File: config.mk
export PLATFORM = sky130hd
export DESIGN_NAME = i2c_adc_read_master_top
export DESIGN_NICKNAME = d
export VERILOG_FILES = /design/src/rtl/core/i2car_pkg.sv /design/src/rtl/core/i2car_seq.sv /design/src/rtl/core/i2c_adc_read_master_top.sv
export SDC_FILE = /design/constraint.sdc
export NUM_CORES = 1
export LEC_CHECK = 0
export ABC_AREA = 1
export CAP_MARGIN = 20
export CORE_AREA = 2 2 146 105
export CTS_BUF_LIST = sky130_fd_sc_hd__clkbuf_16
export CTS_CLUSTER_DIAMETER = 120
export DETAILED_ROUTE_END_ITERATION = 8
export DIE_AREA = 0 0 148 107
export DONT_BUFFER_PORTS = 1
export PLACE_DENSITY_LB_ADDON = 0.12
export SLEW_MARGIN = 20
export SYNTH_ARGS = -nofsm -noshare
export SYNTH_HDL_FRONTEND = slang
export SYNTH_SLANG_ARGS = --single-unit
File: constraint.sdc
create_clock -name clk -period 7.1 [get_ports clk]
set_clock_uncertainty 0.05 [all_clocks]
set_input_delay 0.71 -clock clk [delete_from_list [all_inputs] [get_ports clk]]
set_output_delay 0.71 -clock clk [all_outputs]
set_load 0.01 [all_outputs]
File: src/rtl/core/i2car_pkg.sv
`timescale 1ns / 1ps
package i2car_pkg;

  localparam logic [7:0] DELAY_RESET = 8'd30;
  localparam logic [6:0] ADDR_RESET  = 7'd72;

  // configuration register indexes
  localparam logic CFG_DELAY_TICKS    = 1'b0;
  localparam logic CFG_DEVICE_ADDRESS = 1'b1;

  typedef enum logic [4:0] {
    PH_IDLE   = 5'd0,
    PH_S1A    = 5'd1,
    PH_S1B    = 5'd2,
    PH_TXA_LO = 5'd3,
    PH_TXA_HI = 5'd4,
    PH_AKA_LO = 5'd5,
    PH_AKA_HI = 5'd6,
    PH_NSA    = 5'd7,
    PH_TXC_LO = 5'd8,
    PH_TXC_HI = 5'd9,
    PH_AKC_LO = 5'd10,
    PH_AKC_HI = 5'd11,
    PH_NSC    = 5'd12,
    PH_P1     = 5'd13,
    PH_S2A    = 5'd14,
    PH_S2B    = 5'd15,
    PH_TXR_LO = 5'd16,
    PH_TXR_HI = 5'd17,
    PH_AKR_LO = 5'd18,
    PH_AKR_HI = 5'd19,
    PH_NSR    = 5'd20,
    PH_RX_HI  = 5'd21,
    PH_RX_LO  = 5'd22,
    PH_P2     = 5'd23
  } phase_t;

  typedef struct packed {
    logic       scl;
    logic       sda;
    logic       busy;
    logic       done;
    logic       ack_error;
    logic [7:0] raw;
    logic [8:0] scaled;
  } res_t;

endpackage

File: src/rtl/core/i2car_seq.sv
`timescale 1ns / 1ps
module i2car_seq (
  input  logic              clk,
  input  logic              rst,
  input  logic              tick,
  input  logic              start_read,
  input  logic [7:0]        control_byte,
  input  logic              sda_in,
  input  logic [7:0]        delay_ticks,
  input  logic [6:0]        device_address,
  output i2car_pkg::res_t   res
);
  import i2car_pkg::*;

  phase_t     phase, phase_next, enter_phase;
  logic [3:0] bit_count, bit_next;
  logic [7:0] shift_byte, shift_next;
  logic [7:0] wait_count, wait_next;
  logic       nack_seen, nack_next;
  logic [7:0] held_control, held_next;
  logic       scl_level, sda_level;
  logic       lvl_scl, lvl_sda;
  logic       do_enter;
  logic       done;
  logic [3:0] bit_inc;
  logic [7:0] addr2;

  // raw * 500 / 255: reciprocal estimate is low by at most one, fixed by one compare
  function automatic logic [8:0] scale_raw(input logic [7:0] raw);
    logic [16:0] p;
    logic [31:0] prod;
    logic [8:0]  q0;
    logic [17:0] r;
    p    = 17'(raw) * 17'd500;
    prod = 32'(raw) * 32'd16448000;
    q0   = prod[31:23];
    r    = 18'(p) + 18'(q0) - {1'b0, q0, 8'b0};
    return (r >= 18'd255) ? 9'(q0 + 9'd1) : q0;
  endfunction

  assign bit_inc = 4'(bit_count + 4'd1);
  assign addr2   = {device_address, 1'b0};

  // next state
  always_comb begin
    phase_next  = phase;
    bit_next    = bit_count;
    shift_next  = shift_byte;
    wait_next   = wait_count;
    nack_next   = nack_seen;
    held_next   = held_control;
    enter_phase = phase;
    do_enter    = 1'b0;
    done        = 1'b0;
    if (phase == PH_IDLE) begin
      if (start_read) begin
        held_next   = control_byte;
        nack_next   = 1'b0;
        shift_next  = 8'd0;
        bit_next    = 4'd0;
        enter_phase = PH_S1A;
        do_enter    = 1'b1;
      end
    end else if (wait_count > 8'd1) begin
      wait_next = wait_count - 8'd1;
    end else begin
      do_enter = 1'b1;
      unique case (phase)
        PH_S1A: enter_phase = PH_S1B;
        PH_S1B: begin
          shift_next  = addr2;
          bit_next    = 4'd0;
          enter_phase = PH_TXA_LO;
        end
        PH_S2A: enter_phase = PH_S2B;
        PH_S2B: begin
          shift_next  = addr2 | 8'h01;
          bit_next    = 4'd0;
          enter_phase = PH_TXR_LO;
        end
        PH_TXA_LO: enter_phase = PH_TXA_HI;
        PH_TXC_LO: enter_phase = PH_TXC_HI;
        PH_TXR_LO: enter_phase = PH_TXR_HI;
        PH_TXA_HI, PH_TXC_HI, PH_TXR_HI: begin
          shift_next = {shift_byte[6:0], 1'b0};
          bit_next   = bit_inc;
          if (bit_inc[3]) begin
            enter_phase = (phase == PH_TXA_HI) ? PH_AKA_LO :
                          (phase == PH_TXC_HI) ? PH_AKC_LO : PH_AKR_LO;
          end else begin
            enter_phase = (phase == PH_TXA_HI) ? PH_TXA_LO :
                          (phase == PH_TXC_HI) ? PH_TXC_LO : PH_TXR_LO;
          end
        end
        PH_AKA_LO: enter_phase = PH_AKA_HI;
        PH_AKC_LO: enter_phase = PH_AKC_HI;
        PH_AKR_LO: enter_phase = PH_AKR_HI;
        PH_AKA_HI, PH_NSA: begin
          if (phase == PH_AKA_HI && sda_in) begin
            nack_next   = 1'b1;
            enter_phase = PH_NSA;
          end else begin
            shift_next  = held_control;
            bit_next    = 4'd0;
            enter_phase = PH_TXC_LO;
          end
        end
        PH_AKC_HI, PH_NSC: begin
          if (phase == PH_AKC_HI && sda_in) begin
            nack_next   = 1'b1;
            enter_phase = PH_NSC;
          end else begin
            enter_phase = PH_P1;
          end
        end
        PH_AKR_HI, PH_NSR: begin
          if (phase == PH_AKR_HI && sda_in) begin
            nack_next   = 1'b1;
            enter_phase = PH_NSR;
          end else begin
            shift_next  = 8'd0;
            bit_next    = 4'd0;
            enter_phase = PH_RX_HI;
          end
        end
        PH_P1: enter_phase = PH_S2A;
        PH_RX_HI: begin
          shift_next  = {shift_byte[6:0], sda_in};
          enter_phase = PH_RX_LO;
        end
        PH_RX_LO: begin
          bit_next    = bit_inc;
          enter_phase = bit_inc[3] ? PH_P2 : PH_RX_HI;
        end
        PH_P2: begin
          done        = 1'b1;
          enter_phase = PH_IDLE;
        end
        default: enter_phase = PH_IDLE;
      endcase
    end
    if (do_enter) begin
      phase_next = enter_phase;
      wait_next  = (enter_phase == PH_IDLE) ? 8'd0 : delay_ticks;
    end
  end

  // pin levels of the phase being entered
  always_comb begin
    unique case (enter_phase)
      PH_S1A, PH_S2A, PH_AKA_HI, PH_AKC_HI, PH_AKR_HI, PH_RX_HI: begin
        lvl_scl = 1'b1;
        lvl_sda = 1'b1;
      end
      PH_S1B, PH_S2B, PH_NSA, PH_NSC, PH_NSR, PH_P1, PH_P2: begin
        lvl_scl = 1'b1;
        lvl_sda = 1'b0;
      end
      PH_TXA_LO, PH_TXC_LO, PH_TXR_LO: begin
        lvl_scl = 1'b0;
        lvl_sda = shift_next[7];
      end
      PH_TXA_HI, PH_TXC_HI, PH_TXR_HI: begin
        lvl_scl = 1'b1;
        lvl_sda = shift_next[7];
      end
      PH_AKA_LO, PH_AKC_LO, PH_AKR_LO, PH_RX_LO: begin
        lvl_scl = 1'b0;
        lvl_sda = 1'b1;
      end
      default: begin
        lvl_scl = 1'b1;
        lvl_sda = 1'b1;
      end
    endcase
  end

  // result of this tick: pins as they stood, status after the update
  always_comb begin
    res.scl       = scl_level;
    res.sda       = sda_level;
    res.busy      = (phase_next != PH_IDLE);
    res.done      = done;
    res.ack_error = nack_next;
    res.raw       = done ? shift_byte : 8'd0;
    res.scaled    = done ? scale_raw(shift_byte) : 9'd0;
  end

  always_ff @(posedge clk) begin
    if (rst) begin
      phase        <= PH_IDLE;
      bit_count    <= 4'd0;
      shift_byte   <= 8'd0;
      wait_count   <= 8'd0;
      nack_seen    <= 1'b0;
      held_control <= 8'd0;
      scl_level    <= 1'b1;
      sda_level    <= 1'b1;
    end else if (tick) begin
      phase        <= phase_next;
      bit_count    <= bit_next;
      shift_byte   <= shift_next;
      wait_count   <= wait_next;
      nack_seen    <= nack_next;
      held_control <= held_next;
      if (do_enter) begin
        scl_level <= lvl_scl;
        sda_level <= lvl_sda;
      end
    end
  end

endmodule

File: src/rtl/core/i2c_adc_read_master_top.sv
`timescale 1ns / 1ps
// i2c master that runs one converter read: start, address write, control byte,
// stop, then start, address read, eight data bits with no master ack, stop.
// every input beat is one bus tick: it carries start_read, control_byte and the
// sampled sda_in level, and gives exactly one output beat with the pin levels
// for that tick, busy/done, the sticky ack error and, on the done beat, the
// byte read and that byte times 500/255, truncated.
// each bus phase lasts delay_ticks beats (0 acts as 1); device_address is the
// 7-bit slave address. write both through the cfg port only while idle.
// the output beat is registered: it appears the cycle after its input is taken.
// throughput: one beat per cycle unless the output stalls; one sequencer register stage.
// a stalled output beat holds; in_stall rises only while a finished beat waits
// and the receiver stalls, and the next input beat is taken in the same cycle
// the waiting one leaves.
// reset puts the sequencer idle with the bus released, drops out_valid
// and loads delay 30 and address 72.
module i2c_adc_read_master_top (
  input  logic       clk,
  input  logic       rst,
  input  logic       in_valid,
  output logic       in_stall,
  input  logic       start_read,
  input  logic [7:0] control_byte,
  input  logic       sda_in,
  output logic       out_valid,
  input  logic       out_stall,
  output logic       scl_out,
  output logic       sda_out,
  output logic       busy_res,
  output logic       done_res,
  output logic       ack_error,
  output logic [7:0] raw_value,
  output logic [8:0] scaled_value,
  input  logic       cfg_write,
  input  logic       cfg_index,
  input  logic [7:0] cfg_data
);
  import i2car_pkg::*;

  logic [7:0] delay_ticks;
  logic [6:0] device_address;
  logic       accept;
  res_t       res;
  res_t       out_res;

  assign in_stall = out_valid & out_stall;
  assign accept   = in_valid & ~in_stall;

  always_ff @(posedge clk) begin
    if (rst) begin
      delay_ticks    <= DELAY_RESET;
      device_address <= ADDR_RESET;
    end else if (cfg_write) begin
      unique case (cfg_index)
        CFG_DELAY_TICKS:    delay_ticks    <= cfg_data;
        CFG_DEVICE_ADDRESS: device_address <= cfg_data[6:0];
        default: ;
      endcase
    end
  end

  i2car_seq u_seq (
    .clk            (clk),
    .rst            (rst),
    .tick           (accept),
    .start_read     (start_read),
    .control_byte   (control_byte),
    .sda_in         (sda_in),
    .delay_ticks    (delay_ticks),
    .device_address (device_address),
    .res            (res)
  );

  // output register
  always_ff @(posedge clk) begin
    if (rst) begin
      out_valid <= 1'b0;
    end else if (accept) begin
      out_valid <= 1'b1;
    end else if (!out_stall) begin
      out_valid <= 1'b0;
    end
  end

  always_ff @(posedge clk) begin
    if (accept) begin
      out_res <= res;
    end
  end

  assign scl_out      = out_res.scl;
  assign sda_out      = out_res.sda;
  assign busy_res     = out_res.busy;
  assign done_res     = out_res.done;
  assign ack_error    = out_res.ack_error;
  assign raw_value    = out_res.raw;
  assign scaled_value = out_res.scaled;

endmodule

## Yosys cells after proc, flatten, opt, wreduce, memory -nomap -nowiden

Cells that the tools add are included.

| operators by class | value |
|---|---|
| $add $sub $neg | 5 |
| multiply operators | 2 |
| $lt $le $gt $ge | 2 |
| eq/ne operators | 46 |
| mux-type cells | 48 |
| bitwise logic cells | 4 |
| reduce and logical (&&, ||, !) cells | 25 |

Operators with widths:

| kind | number |
|---|---|
| $pmux W5 S17 | 1 |
| $mux W8 | 9 |
| $eq A5 B4 Y1 const B | 14 |
| $eq A5 B5 Y1 const B | 14 |
| $pmux W8 S6 | 1 |
| $mux W5 | 9 |
| $eq A5 B3 Y1 const B | 7 |
| $mux W4 | 6 |
| $mul A8 B15 Y23 const B | 1 |
| $eq A5 B2 Y1 const B | 4 |
| $add A17 B9 Y18 | 1 |
| $ge A18 B8 Y1 const B | 1 |
| $sub A18 B17 Y18 | 1 |
| $mux W1 | 17 |
| $pmux W4 S4 | 1 |
| $mul A8 B7 Y15 const B | 1 |
| $reduce_or A7 Y1 | 2 |
| $reduce_and A6 Y1 | 2 |
| $logic_not A5 Y1 | 2 |
| $reduce_bool A5 Y1 | 2 |
| $add A9 B1 Y9 const B | 1 |
| $mux W9 | 1 |
| $gt A8 B1 Y1 const B | 1 |
| $reduce_or A2 Y1 | 4 |
| 19 further kinds | 29 |

| storage, ports and cells | value |
|---|---|
| register bits | 74 |
| input port bits | 24 |
| output and inout port bits | 24 |

## Depth between registers and ports, before layout

Gate-level depths: netlist (run 1).

| depth | value |
|---|---|
| depth in word-level cells | 10 |
| depth in mapped cells | 47 |
| gate-level depth less buffers | 47 |

## By module

From an unflattened synthesis (run 1), not the netlist that was laid out.

| second synthesis, totals | value |
|---|---|
| cells, all modules | 1137 |
| area, all modules | 8443.1 um2 |

By module, submodules not included:

| module | times used | cells an instance | area an instance (um2) | seq. area each (um2) |
|---|---|---|---|---|
| i2car_seq | 1 | 1032 | 7171.9 | 720.7 |
| i2c_adc_read_master_top | 1 | 105 | 1271.2 | 980.9 |

## Worst setup path before layout (run 1)

OpenSTA, ideal clock, no wires.

| timing path | value |
|---|---|
| path type | register -> register |
| from | register u_seq.shift_byte[5] |
| to | register out_res (netlist bit scaled_value[7]), data pin |
| setup time | 250 ps |
| data arrival time | 6303 ps |
| data required time | 6800 ps |
| path slack | 498 ps |
| cell stages (with the launch flop) | 46 |
| cell sequence | dfxtp_1 -> fa_1 -> inv_1 -> fa_1 -> inv_1 -> fa_1 -> inv_1 -> fa_1 -> inv_1 -> ha_1 -> nand2_1 -> inv_1 -> nand2_1 -> nand2_1 -> nand2_1 -> nand3_1 -> nand2_1 -> nand2_1 -> [... 10 more ...] -> ha_1 -> a21o_1 -> nand2_1 -> nand3_1 -> nand2_1 -> nand2_1 -> nand2_1 -> nand3_1 -> nor2_1 -> nand2_1 -> nor2_1 -> nand3_1 -> nor2_2 -> nand2_2 -> nand2_1 -> o21ai_0 -> nand2_1 -> inv_1 |

| between the ends | value |
|---|---|
| longest elaborated chain between the ends | 5 |

Ends and longest elaborated chain:

| item | RTL line | source |
|---|---|---|
| start: declaration | i2car_seq.sv:17 | `logic [7:0] shift_byte, shift_next;` |
| start signal: assignment | i2car_seq.sv:202 | `shift_byte <= shift_next;` |
| $mul A8 B15 Y23 / $mul A8 B7 Y15 (equally long branches) | i2car_seq.sv:35, i2car_seq.sv:34 |  |
| $add A17 B9 Y18 | i2car_seq.sv:37 | `r = 18'(p) + 18'(q0) - {1'b0, q0, 8'b0};` |
| $sub A18 B17 Y18 | i2car_seq.sv:37 |  |
| $ge A18 B8 Y1 | i2car_seq.sv:38 | `return (r >= 18'd255) ? 9'(q0 + 9'd1) : q0;` |
| $mux W9 * | i2car_seq.sv:38 |  |
| end signal: assignment | i2c_adc_read_master_top.sv:87 | `out_res <= res;` |
| end: declaration | i2c_adc_read_master_top.sv:44 | `res_t out_res;` |

Every way passes the cells marked *; elsewhere a longest branch is shown, timed or not.
A chain may end at the register's enable or synchronous reset.

## Worst setup path after layout (run 1)

| timing path | value |
|---|---|
| from | register u_seq.shift_byte[6] |
| to | register out_res (netlist bit scaled_value[7]), data pin |

The elaborated chain is that of the path after synthesis.

==> run metrics, run 1 <==
commonest non-fill, non-tap cells in the layout 209 x inv_1, 188 x nand2_1, 116 x nor2_1; Setup crit start u_seq.shift_byte[6]$_SDFFE_PP0P_; Top FF cell, synth dfxtp_1; Worst R2R Start u_seq.shift_byte[6]$_SDFFE_PP0P_; most area-consuming cells after synthesis ha_1 16%, fa_1 14%, dfxtp_1 12%; Area Growth Syn to Fin 10.76%; port bufs 0; Starting Density 0.5878; Final Instance Area 0.009403 mm^2; Global Route Usage Sum 0.2796; TritonCTS clock tree yes; aggregate routed wire length ~22000 um; diode count 0; Critical path destination scaled_value[7]$_SDFFCE_PN0P_; worst slew pin tran 1.000 ns; RR Endpoint scaled_value[7]$_SDFFCE_PN0P_; Mean Syn Cell Area about 7.4 um^2; Final Util 0.6510; Die X-Extent roughly 150 um; Arr. time, crit path around 6.7 ns; Worst path slowest cell fa_1; DRT Pass-1 Iters 6; Clock transition at path regs around 0.060 ns; total grt overflow 0; Post-synth ARST share 0; run status finished, final reports clean; Leakage between 4 and 5 nW; PD cells around 160 mW/mm^2; sequential share of the synthesized area 0.2004; max-cap viol count 0; Ports 48; Worst EP required ~7.2 ns; Combinational Power Share 0.398; clk root buf clkbuf_16; via count ~7600; WL/cell ~16 um; pin count of the biggest net entering global routing 35; Most common cell on crit path inv_1; post-synth top area share 0.1562; Clock Path Buffers 2; # hold bufs at CTS 0; Critical Path Source Type flip-flop; final worst setup slack between 0.4 and 0.5 ns; first-pass GRT wire length roughly 35000 um; cell taking the most area after synthesis ha_1; Yosys warnings 0; number of cells after detailed placement about 1400; sw power 0.6044 mW; Post-DP HPWL between 15000 and 20000 um; Post-DP Area roughly 0.0088 mm^2; Syn Std Cell Area 0.008489 mm^2; Final setup viols 0; Hold Path Class reg2reg; die area between 0.015 and 0.02 mm^2; core area ~0.014 mm^2; pre-CTS setup slack about 0.05 ns; Cell Int Power 0.9121 mW; flop2flop setup slack about 0.41 ns; worst IR drop on VDD 0.0001125 V; Critical path buffers and inverters 7; clk sink count 74; commonest non-fill, non-tap cell in the layout inv_1; max-slew violation count 0; via/cell ratio between 5 and 6; proportion of layout cells with a drive suffix above 1 0.1222; Die H about 110 um; initial antenna violation count 0; Fmax between 100 and 150 MHz; Sw Share 0.3985; CP endpoint kind flip-flop; clk_lat worst skew roughly 0.34 ns; crit-path max FO 8; Crit path depth 34; FF-to-FF path depth 34; Final Hold Viols 0; fin cells about 1400; Routed Antenna Nets 0; number of DRC markers in iteration 0 ~540; Post-Syn Nets ~1300; std cell rows 37; CTS buffer count 9; number of synthesized flops with an enable pin 22; final worst path period need between 6 and 7 ns; cell family with most CP delay adder cells; H-tree depth 3; synthesis-stage register bit count 74; vias in the first global route ~7000; CP Class reg2reg; gpl congestion around 0.95; clock network power share 0.276; Max stage delay on crit path between 0.5 and 0.6 ns; Syn Inst Count between 1000 and 1500; nets about 1400; sequential share of power 0.326; Power, Total 1.517 mW; max_slew headroom 0.3278; drt drc 0; fin crit share 0.9417; Netlist cell types 49
cell type report:
cell class                 instances  area, um^2
multi-input combinational        844        6128
fill                            1337        5041
sequential                        74        1704
inverter                         227       854.6
tap                              195       244.0
clock buffer                       9       225.2
timing repair buffer              26       198.9
clock inverter                     7       47.55
Yosys cell counts (all sizes together), types with 2 or more instances:
master,number
inv,226
nand2,206
nor2,129
ha,106
nand3,85
a21oi,81
o21ai,65
fa,59
dfxtp,52
edfxtp,22
nor3,20
xor2,18
nand4,13
xnor2,12
o211ai,9
a31oi,8
clkbuf,8
a21o,4
nand3b,4
nor4,4
o21bai,3
or2,3
a211oi,2
and2,2
and3,2
buf,2
o2111ai,2
o21a,2
worst min-delay path by stage:
stage / start / end / slack (ns) / depth (start not counted)
2_1_floorplan: u_seq.scl_level$_SDFFE_PP1P_ / scl_out$_DFFE_PP_ / 0.36 / 0
3_3_place_gp: u_seq.scl_level$_SDFFE_PP1P_ / scl_out$_DFFE_PP_ / 0.37 / 0
3_5_place_dp: u_seq.sda_level$_SDFFE_PP1P_ / sda_out$_DFFE_PP_ / 0.37 / 0
4_1_cts: u_seq.sda_level$_SDFFE_PP1P_ / sda_out$_DFFE_PP_ / 0.38 / 0
5_1_grt: rst / u_seq.shift_byte[7]$_SDFFE_PP0P_ / 0.38 / 1
6_report: u_seq.sda_level$_SDFFE_PP1P_ / sda_out$_DFFE_PP_ / 0.38 / 0
metal layers:
layer,vias to the layer above,part of all wire,GRT usage
met5,-,0,0
met4,0,0.0070,0.03333
met3,12,0.079,0.06128
met2,271,0.41,0.3991
met1,3474,0.51,0.4411
li1,3798,-,-
timing repair:
action | CTS | global route
resized for setup | 0 | 59
setup buffers | 0 | 7
setup endpoints to repair | 0 | 9
stage by stage:
stage,hold WS (ns),setup TNS [ns]
floorplan,0.3586,0
global placement,0.3702,0
detailed placement,0.3672,0
CTS,0.3800,0
global route,0.3776,-0.09316
finish,0.3785,0
power by group through the flow:
stage / Sequential (mW) / Clock (mW) / Combinational [mW]
after floorplan: 0.497 / 0 / 0.447
after global placement: 0.502 / 0 / 0.545
after detailed placement: 0.502 / 0 / 0.550
after CTS: 0.493 / 0.422 / 0.555
after global routing: 0.498 / 0.442 / 0.677
final: 0.494 / 0.418 / 0.604
sequential cells by signal, summed over array words and instances, names as in the netlist, 4 cells and up:
register            flops
delay_ticks             8
device_address          7
raw_value               8
scaled_value            9
u_seq.bit_count         4
u_seq.held_control      8
u_seq.phase             5
u_seq.shift_byte        8
u_seq.wait_count        8
cell families (layout without fill, tap and decap cells):
group	after synthesis	in the layout	share of synthesized area
and+or+nand+nor	469	469	0.2463
xor gates and xnor gates	30	30	0.03095
AOI/OAI and AO/OA	180	180	0.1212
buffers and inverters	237	269	0.1058
adders and majority gates	165	165	0.2954
DFF	74	74	0.2004
No activity file was read; power rests on OpenSTA's default activity.
==> run 2, diff against run 1 <==
Settings changed: CORE_AREA 2 2 146 105 to 2 2 145 105, DIE_AREA 0 0 148 107 to 0 0 147 107, SYNTH_HIERARCHICAL from default to 1.
==> run 2 against run 1 <==
  * Routed wire length up 0.78%
  * Clock-buffer cell count unchanged
  * Utilization down 0.17 points
  * Critical path type unchanged
  * Critical endpoint is now scaled_value[7]$_DFFE_PP_
  * Largest power group unchanged
  * Flip-flop and latch count unchanged
  * Sequential share of layout area up 0.17 points
==> run metrics, run 2 <==
core area 0.01435 mm^2 (-0.64%); Mean Syn Cell Area 7.426 um^2 (+1.0%); Leakage 4.782 nW (-1.8%); number of DRC markers in iteration 0 764 (+42%); post-synth top area share 0.1571 (+0.0008566); CP Class reg2reg; Post-synth ARST share 0 (unchanged); Clock transition at path regs 0.06 ns (about the same); Die X-Extent 147 um (-0.68%); pin count of the biggest net entering global routing 28 (-20%); final worst path period need 6.822 ns (+0.1358 ns); Fmax 146.6 MHz (-2.0%); Highest Signal Layer met4; clk root buf clkbuf_16; run status finished, final reports clean; nets 1352 (-1.4%); aggregate routed wire length 21860 um (+0.78%); crit-path max FO 5 (-3); WL met1 10810 um (-1.6%); Final Hold Viols 0 (unchanged); initial antenna violation count 0 (unchanged); die area 0.01573 mm^2 (-0.68%); Worst EP required 7.15 ns (about the same); Power, Total 1.417 mW (-6.6%); metal3 WL 2033 um (+19%); max-cap viol count 0 (unchanged); Arr. time, crit path 6.87 ns (+0.14 ns); Cell Int Power 0.8730 mW (-4.3%); commonest non-fill, non-tap cells in the layout 208 x inv_1, 181 x nand2_1, 109 x nor2_1; Syn Std Cell Area 0.008443 mm^2 (-0.55%); fin crit share 0.9608 (+0.01913); via count 7526 (-0.38%); clk_lat worst skew 0.33 ns (about the same); Final Instance Area 0.009318 mm^2 (-0.90%); clk sink count 74 (unchanged); worst IR drop on VDD 0.0001190 V (+5.8%); max_slew headroom 0.3711 (+0.04332); max-slew violation count 0 (unchanged); WL/cell 16.05 um (+2.3%); PD cells 152.1 mW/mm^2 (-5.7%); number of synthesized flops with an enable pin 22 (unchanged); Critical Path Source Type flip-flop; CTS buffer count 9 (unchanged); clock network power share 0.293 (+0.017); H-tree depth 3 (unchanged); sw power 0.5438 mW (-10%); sequential share of the synthesized area 0.2015 (+0.001099); Final Util 0.6493 (-0.001729); CP endpoint kind flip-flop; Routed Antenna Nets 0 (unchanged); commonest cells in the netlist 213 x inv_1, 191 x nand2_1, 110 x nor2_1; total grt overflow 0 (unchanged); TritonCTS clock tree yes; Yosys warnings 6 (+6); std cell rows 37 (unchanged); Post-DP Area 0.008755 mm^2 (-0.88%); cell taking the most area after synthesis ha_1; Die H 107 um (unchanged); WL met2 8837 um (-0.16%); most area-consuming cells after synthesis ha_1 16%, fa_1 14%, dfxtp_1 12%; Syn Inst Count 1137 (-1.6%); most common cell in the netlist inv_1; drt drc 0 (unchanged); sequential share of power 0.347 (+0.021); via/cell ratio 5.526 (+1.1%); Ports 48 (unchanged); commonest non-fill, non-tap cell in the layout inv_1; Max stage delay on crit path 0.65 ns (+0.12 ns); Starting Density 0.5883 (about the same); Sw Share 0.3838 (-0.01470); max reg flops 9 (unchanged); synthesis-stage register bit count 74 (unchanged); DRT Pass-1 Iters 5 (-1); Top FF cell, synth dfxtp_1; Post-DP HPWL 17620 um (-0.72%); diode count 0 (unchanged); first-pass GRT wire length 35470 um (+0.67%); Combinational Power Share 0.360 (-0.038); gpl congestion 0.9392 (-1.2%); Post-Syn Nets 1327 (-1.3%); Netlist cell types 50 (+2.0%); proportion of layout cells with a drive suffix above 1 0.1251 (+0.002950); Hold Path Class reg2reg; vias in the first global route 7113 (+0.58%); worst slew pin tran 0.9398 ns (-0.06013 ns); port bufs 0 (unchanged); Global Route Usage Sum 0.2837 (+0.004112); Most common cell on crit path nand2_1; Area Growth Syn to Fin 10.36%; Worst path slowest cell fa_2; Clock Path Buffers 2 (unchanged); Final setup viols 0 (unchanged)
run 2: cell types whose count changed after synthesis, sizes merged, moves of 7 or more:
| cell | previous run | this run |
|---|---|---|
| nand2 | 206 | 199 |
| o21ai | 65 | 57 |
| nand3 | 85 | 94 |
| a21oi | 81 | 66 |
| nor3 | 20 | 12 |
run 2: final cells by class:
class                      count  area, um^2
clock inverter                 7       45.04
multi-input combinational    816        6005
fill                        1302        5034
inverter                     233       877.1
tap                          195       244.0
sequential                    74        1704
timing repair buffer          28       217.7
clock buffer                   9       225.2
run 2: worst paths after layout:
path                                     from                   endpoint  slack (ns)  depth (start not counted)
max          u_seq/shift_byte[4]$_SDFFE_PP0P_  scaled_value[7]$_DFFE_PP_        0.28                         32
min              u_seq/scl_level$_SDFFE_PP1P_          scl_out$_DFFE_PP_        0.38                          0
max reg2reg  u_seq/shift_byte[4]$_SDFFE_PP0P_  scaled_value[7]$_DFFE_PP_        0.28                         32
min reg2reg      u_seq/scl_level$_SDFFE_PP1P_          scl_out$_DFFE_PP_        0.38                          0
run 2: logic make-up after synthesis:
group	share of synthesized area
and+or+nand+nor	0.2373
adders and majority gates	0.2993
DFF	0.2015
AOI/OAI and AO/OA	0.1162
xor gates and xnor gates	0.03201
buffers and inverters	0.1137
run 2: per-layer routing:
layer | GRT usage | vias up
li1 | - | 3714
met1 | 0.4410 | 3464
met2 | 0.4081 | 327
met3 | 0.07191 | 21
met4 | 0.03022 | 0
met5 | 0 | -
run 2: critical path, delay by kind of cell (launching register included):
kind                       cells  cell delay [ns]
xor gates and xnor gates       2             0.75
buffers and inverters          4             0.28
AOI/OAI and AO/OA              4             0.70
DFF                            1             0.33
adders and majority gates      7             3.13
and+or+nand+nor               15             1.34
run 2: what timing repair did:
action	in CTS	in global routing
hold buffers	0	0
gates resized for setup	0	55
setup endpoints to repair	0	9
setup buffers	0	8
run 2: through the flow:
| step | std cells | hold WS [ns] | setup TNS, ns | worst slack, ns |
|---|---|---|---|---|
| 6_report | 1362 | 0.3832 | 0 | 0.2782 |
| 5_1_grt | 1362 | 0.3750 | -0.03868 | -0.01877 |
| 4_1_cts | 1353 | 0.3823 | 0 | 0.009425 |
| 3_5_place_dp | 1337 | 0.3693 | 0 | 0.01561 |
| 3_3_place_gp | 1337 | 0.3624 | 0 | 0.08075 |
| 2_1_floorplan | 1137 | 0.3797 | 0 | 0.4091 |
run 2: power groups by stage:
stage               Sequential [mW]  Combinational (mW)  Clock [mW]
finish                        0.492               0.511       0.414
global route                  0.496               0.575       0.437
CTS                           0.491               0.469       0.421
detailed placement            0.500               0.464           0
global placement              0.499               0.461           0
floorplan                     0.494               0.374           0
